File: src/design/pmpu_pkg.sv
// pmpu_pkg: shared types and constants of the paged memory protection unit
// payload structs, item kind and status codes, table lookup and write structs
// no dependencies
package pmpu_pkg;

   // page table geometry
   localparam int TABLE_DEPTH = 256;
   localparam int TABLE_AW    = 8;

   // field widths
   localparam int KIND_W   = 3;
   localparam int ADDR_W   = 16;
   localparam int VALUE_W  = 16;
   localparam int FRAME_W  = 8;
   localparam int FLAGS_W  = 16;
   localparam int STATUS_W = 2;
   localparam int COUNT_W  = 9;
   localparam int MSIZE_W  = 17;
   localparam int CSR_IDX_W  = 1;
   localparam int CSR_DATA_W = 17;

   // item kinds
   localparam logic [KIND_W-1:0] KIND_READ       = 3'd0;
   localparam logic [KIND_W-1:0] KIND_WRITE      = 3'd1;
   localparam logic [KIND_W-1:0] KIND_SET_FRAME  = 3'd2;
   localparam logic [KIND_W-1:0] KIND_GET_FRAME  = 3'd3;
   localparam logic [KIND_W-1:0] KIND_SET_FLAGS  = 3'd4;
   localparam logic [KIND_W-1:0] KIND_GET_FLAGS  = 3'd5;
   localparam logic [KIND_W-1:0] KIND_TRANSLATE  = 3'd6;
   localparam logic [KIND_W-1:0] KIND_PAGE_COUNT = 3'd7;

   // result status
   localparam logic [STATUS_W-1:0] STATUS_OK     = 2'd0;
   localparam logic [STATUS_W-1:0] STATUS_DENIED = 2'd1;
   localparam logic [STATUS_W-1:0] STATUS_FAULT  = 2'd2;

   // flags word bits
   localparam int FLAG_MAPPED_BIT = 0;
   localparam int FLAG_READ_BIT   = 1;
   localparam int FLAG_WRITE_BIT  = 2;

   // register indexes
   localparam logic [CSR_IDX_W-1:0] CSR_PAGE_COUNT  = 1'b0;
   localparam logic [CSR_IDX_W-1:0] CSR_MEMORY_SIZE = 1'b1;

   localparam logic [COUNT_W-1:0] PAGE_COUNT_RESET  = 9'd256;
   localparam logic [MSIZE_W-1:0] MEMORY_SIZE_RESET = 17'd65536;

   typedef struct packed {
      logic [KIND_W-1:0]  kind;
      logic               kernel_mode;
      logic [ADDR_W-1:0]  address;
      logic               two_bytes;
      logic [VALUE_W-1:0] value;
   } req_type;

   typedef struct packed {
      logic [STATUS_W-1:0] status;
      logic [VALUE_W-1:0]  result_value;
   } rsp_type;

   // table read request, issued when an item is taken
   typedef struct packed {
      logic                en;
      logic [TABLE_AW-1:0] addr_cur;
      logic [TABLE_AW-1:0] addr_next;
   } tbl_rd_type;

   // table write request
   typedef struct packed {
      logic                frame_we;
      logic                flags_we;
      logic [TABLE_AW-1:0] addr;
      logic [VALUE_W-1:0]  value;
   } tbl_wr_type;

   // table read data, unwritten entries already forced to zero
   typedef struct packed {
      logic [FRAME_W-1:0] frame;
      logic [FLAGS_W-1:0] flags;
      logic [FLAGS_W-1:0] flags_next;
   } tbl_lookup_type;

endpackage

File: src/design/pmpu_eval.sv
// pmpu_eval: access check, translation and table operation result
// depends on pmpu_pkg
module pmpu_eval #(
   parameter int PAGE_SIZE = 256
) (
   input  pmpu_pkg::req_type                item,
   input  pmpu_pkg::tbl_lookup_type         lookup,
   input  logic [pmpu_pkg::COUNT_W-1:0]     page_count,
   input  logic [pmpu_pkg::MSIZE_W-1:0]     mem_bytes,
   output pmpu_pkg::rsp_type                rsp
);
   import pmpu_pkg::*;

   localparam int                OFFSET_BITS = $clog2(PAGE_SIZE);
   localparam logic [ADDR_W-1:0] OFFSET_MASK = ADDR_W'(PAGE_SIZE - 1);

   logic [ADDR_W-1:0]  vpage, vpage_next, paddr;
   logic               in_table, in_table_next, crossing;
   logic [FLAGS_W-1:0] flags_cur, flags_nxt;
   logic               translate_ok, prot_cur, prot_nxt;
   logic [MSIZE_W-1:0] access_end;

   always_comb begin
      vpage         = item.address >> OFFSET_BITS;
      vpage_next    = (item.address + ADDR_W'(1)) >> OFFSET_BITS;
      in_table      = (vpage[ADDR_W-1:TABLE_AW] == '0);
      in_table_next = (vpage_next[ADDR_W-1:TABLE_AW] == '0);
      crossing      = item.two_bytes && (vpage_next != vpage);
      flags_cur     = in_table      ? lookup.flags      : '0;
      flags_nxt     = in_table_next ? lookup.flags_next : '0;
      translate_ok  = in_table && flags_cur[FLAG_MAPPED_BIT]
                      && ({1'b0, lookup.frame} < page_count);
      paddr         = (ADDR_W'(lookup.frame) << OFFSET_BITS) | (item.address & OFFSET_MASK);
      if (item.kind == KIND_WRITE) begin
         prot_cur = flags_cur[FLAG_WRITE_BIT];
         prot_nxt = flags_nxt[FLAG_WRITE_BIT];
      end else begin
         prot_cur = flags_cur[FLAG_READ_BIT];
         prot_nxt = flags_nxt[FLAG_READ_BIT];
      end
      access_end = {1'b0, item.address} + MSIZE_W'(item.two_bytes) + MSIZE_W'(1);
   end

   always_comb begin
      rsp.status       = STATUS_OK;
      rsp.result_value = '0;
      unique case (item.kind) inside
         KIND_READ, KIND_WRITE: begin
            if (item.two_bytes && (item.address == '1)) begin
               rsp.status = STATUS_DENIED;
            end else if (item.kernel_mode) begin
               if (access_end > mem_bytes) begin
                  rsp.status = STATUS_DENIED;
               end else begin
                  rsp.result_value = item.address;
               end
            end else if (!translate_ok || !prot_cur || (crossing && !prot_nxt)) begin
               rsp.status = STATUS_DENIED;
            end else begin
               rsp.result_value = paddr;
            end
         end
         KIND_SET_FRAME, KIND_GET_FRAME, KIND_SET_FLAGS, KIND_GET_FLAGS: begin
            if (!item.kernel_mode || (item.address[ADDR_W-1:TABLE_AW] != '0)) begin
               rsp.status = STATUS_FAULT;
            end else if (item.kind == KIND_GET_FRAME) begin
               rsp.result_value = VALUE_W'(lookup.frame);
            end else if (item.kind == KIND_GET_FLAGS) begin
               rsp.result_value = lookup.flags;
            end
         end
         KIND_TRANSLATE: begin
            if (!item.kernel_mode) begin
               rsp.status = STATUS_FAULT;
            end else if (!translate_ok) begin
               rsp.status = STATUS_DENIED;
            end else begin
               rsp.result_value = paddr;
            end
         end
         KIND_PAGE_COUNT: begin
            if (!item.kernel_mode) begin
               rsp.status = STATUS_FAULT;
            end else begin
               rsp.result_value = VALUE_W'(page_count);
            end
         end
      endcase
   end

endmodule

File: config.mk
export PLATFORM = sky130hd
export DESIGN_NAME = pmpu_eval
export DESIGN_NICKNAME = d
export VERILOG_FILES = /design/src/design/pmpu_pkg.sv /design/src/design/pmpu_eval.sv
export SDC_FILE = /design/constraint.sdc
export NUM_CORES = 1
export LEC_CHECK = 0
export ABC_AREA = 1
export BUFFER_PORTS_ARGS = -buffer_cell sky130_fd_sc_hd__buf_2
export CORE_MARGIN = 1.5
export CORE_UTILIZATION = 50
export DETAILED_ROUTE_END_ITERATION = 8
export PLACE_DENSITY = 0.91
export SYNTH_ARGS = -nofsm -noshare
export SYNTH_HDL_FRONTEND = slang
export SYNTH_SLANG_ARGS = --single-unit
File: constraint.sdc
create_clock -name vclk -period 6.4
set_input_delay 1.28 -clock vclk [all_inputs]
set_output_delay 1.28 -clock vclk [all_outputs]
set_load 0.03 [all_outputs]
==> impl_metrics.csv <==
group,metric,value,unit
floorplan,die_h,66,um
worst_setup_path,critical_path_class,"in -> out",
pwr,swShare,0.636,
worst_setup_path,crit_fanout,16,
synthesis,synth_top_cell_area_share,0.172,
worst_setup_path,crit_path_start_kind,"primary input",
place,place_hpwl,5100,um
clock_tree,postCtsHoldBufs,0,
place,pre_cts_ws,0.912,ns
timing,worst_pin_slew,0.871,ns
synthesis,synthesis.area,1980,sq um
floorplan,die_w,66,um
pwr,p_switching,93.8,uW
final_layout,nFlopsAndLatches,0,
floorplan,core_area,3740,sq um
synthesis,ys_warn_count,0,
global_routing,grt_pass1_wl,9810,um
final_layout,num_antenna_cells,0,
pwr,ir_drop,0.0398,mV
synthesis,syn_inst,366,
timing,maxSlewViolCount,0,
global_routing,grt_max_degree,20,
worst_setup_path,end_kind,"output port",
pwr,cellPowerDensity,60.7,nW/um^2
synthesis,synthesis.nets,495,
route,drtPass1Iterations,5,
worst_setup_path,crit_required,5.12,ns
pwr,clock_power_share,0,
timing,rsz0062_at_grt,"false",
route,antenna_left,0,
global_routing,grt_pass1_vias,2349,
final_layout,drive_gt1_frac,0.259,
final_layout,syn_to_final_growth,22.5,%
worst_setup_path,worstPathArrival,4.23,ns
global_routing,antenna_found_initial,0,
run_status,status,"finished clean",
timing,setup_violations,0,
final_layout,finalNetCount,579,
place,portBuffers,91,
floorplan,io_pins,121,
synthesis,ys_seq_area_frac,0,
global_routing,track_usage,0.274,
final_layout,final_area,2430,sq um
timing,tns,0,ns
timing,fin_crit_sh,0.860,
pwr,p_comb_frac,1.000,
timing,period_minus_slack,5.51,ns
route,drt_iter0_markers,141,
final_layout,fillers,379,
timing,hold_viol,0,
pwr,power_leakage,1.50,nW
place,dpl-instance-area,2430,sq um
final_layout,layoutNonFillerInstCount,496,
floorplan,die_area,4360,sq um
route,totalWireLength,6070,um
clock_tree,cts_resized,0,
timing,relSlewSlack,0.415,
synthesis,synthTopCellsByArea,"nand2_1, ha_1, inv_1",
route,wl_per_cell,12.2,um
final_layout,regArea,0,sq um
final_layout,multi_input_area,1620,sq um
synthesis,synth_cell_types,35,
synthesis,avgSynthCellArea,5.42,sq um
synthesis,yosys.area.top_type,"nand2_1",
timing,fmax,182,MHz
final_layout,num-clock-buffers,0,
route,vias,2689,
run,cap_violations,0,
pwr,p_int,53.7,uW
place,placed_cells,496,
pwr,seqPwrFrac,0,
hold_path,hp-class,"in -> out",
floorplan,start_util,0.530,
place,gp_congestion,0.983,
route,via_per_inst,5.42,
clock_tree,cts_setup_buffers,0,
route,drcViolationCount,0,
floorplan,rows,22,
timing,setup_slack,0.895,ns
global_routing,grt-ovfl-total,0,
## layout make-up
class | count | area share
inverters | 78 | 0.120
multi-input cells | 279 | 0.668
well taps | 48 | 0.0247
repair buffers | 91 | 0.187
## worst max-delay path, stage by stage
cell     delay [ns]
buf_2          0.13
inv_1          0.05
ha_1           0.16
inv_1          0.07
nand3_1        0.12
inv_2          0.09
nand4_1        0.19
inv_2          0.11
nand4_1        0.12
nor3_1         0.21
xor2_1         0.18
ha_1           0.25
nand2_1        0.10
a21oi_1        0.05
nor2_1         0.15
nand2_1        0.09
nor2_1         0.08
nand2_1        0.08
nand3_2        0.27
nand4_1        0.13
nand2_1        0.11
buf_2          0.20
## cells in the mapped netlist
master,number
nand3b_1,2
nor3_1,4
nor2_2,2
nand2_1,91
nand2_2,2
nor4_1,1
a32o_1,1
nor4_4,1
o21ai_0,23
o21ai_1,2
nor2_4,1
inv_1,66
buf_6,2
xnor2_1,4
buf_2,1
buf_8,1
xor2_1,10
nor3_2,2
inv_2,12
nand3_1,37
o22ai_1,1
a21oi_1,18
nand3_2,1
or2_1,1
nand4_1,23
nor3_4,1
buf_4,2
nand2_4,1
and2_4,1
clkbuf_1,3
ha_1,26
nand4_2,1
nor2_1,20
o21a_1,1
a31oi_1,1
## logic make-up after synthesis
kind of cell | after synthesis | synth area share
AOI/OAI and AO/OA | 47 | 0.124
xor gates and xnor gates | 14 | 0.0618
adders and majority gates | 26 | 0.164
buffers and inverters | 87 | 0.182
and+or+nand+nor | 192 | 0.468
## metrics by stage
stage	total power, mW	util	hold slack, ns
2_1_floorplan	0.0937	-	2.81
3_3_place_gp	0.141	0.649	2.99
3_5_place_dp	0.145	0.649	2.98
4_1_cts	0.146	0.649	2.98
5_1_grt	0.165	0.649	3.02
6_report	0.147	0.649	2.99
## worst paths after layout
kind / startpoint / slack, ns / end / depth (start not counted)
worst max-delay path: item[17] / 0.89 / rsp[9] / 22
worst min-delay path: lookup[32] / 2.99 / rsp[8] / 4
## power by group through the flow
| stage | combinational (mW) | clock [mW] | sequential (mW) |
|---|---|---|---|
| 2_1_floorplan | 0.0937 | 0 | 0 |
| 4_1_cts | 0.146 | 0 | 0 |
| 3_3_place_gp | 0.141 | 0 | 0 |
| 5_1_grt | 0.165 | 0 | 0 |
| 6_report | 0.147 | 0 | 0 |
| 3_5_place_dp | 0.145 | 0 | 0 |
## routing by layer
layer	routed length, um	global-route usage	part of all wire	vias to the layer above
met2	2830	0.481	0.47	163
li1	-	-	-	1360
met1	2490	0.372	0.41	1153
met5	0	0	0	-
met3	673	0.0170	0.11	13
met4	70	0.0434	0.012	0
## cells in the final DEF, fill, tap and decap left out, types with 4 or more instances in the layout
| cell | netlist | routed |
|---|---|---|
| inv_2 | 12 | 12 |
| nor2_1 | 20 | 20 |
| buf_2 | 1 | 91 |
| nand4_1 | 23 | 23 |
| inv_1 | 66 | 66 |
| nand2_1 | 91 | 91 |
| xor2_1 | 10 | 10 |
| o21ai_0 | 23 | 23 |
| nand3_1 | 37 | 37 |
| nor3_1 | 4 | 4 |
| a21oi_1 | 18 | 18 |
| ha_1 | 26 | 26 |
| xnor2_1 | 4 | 4 |
(Power assumes the default switching activity.)
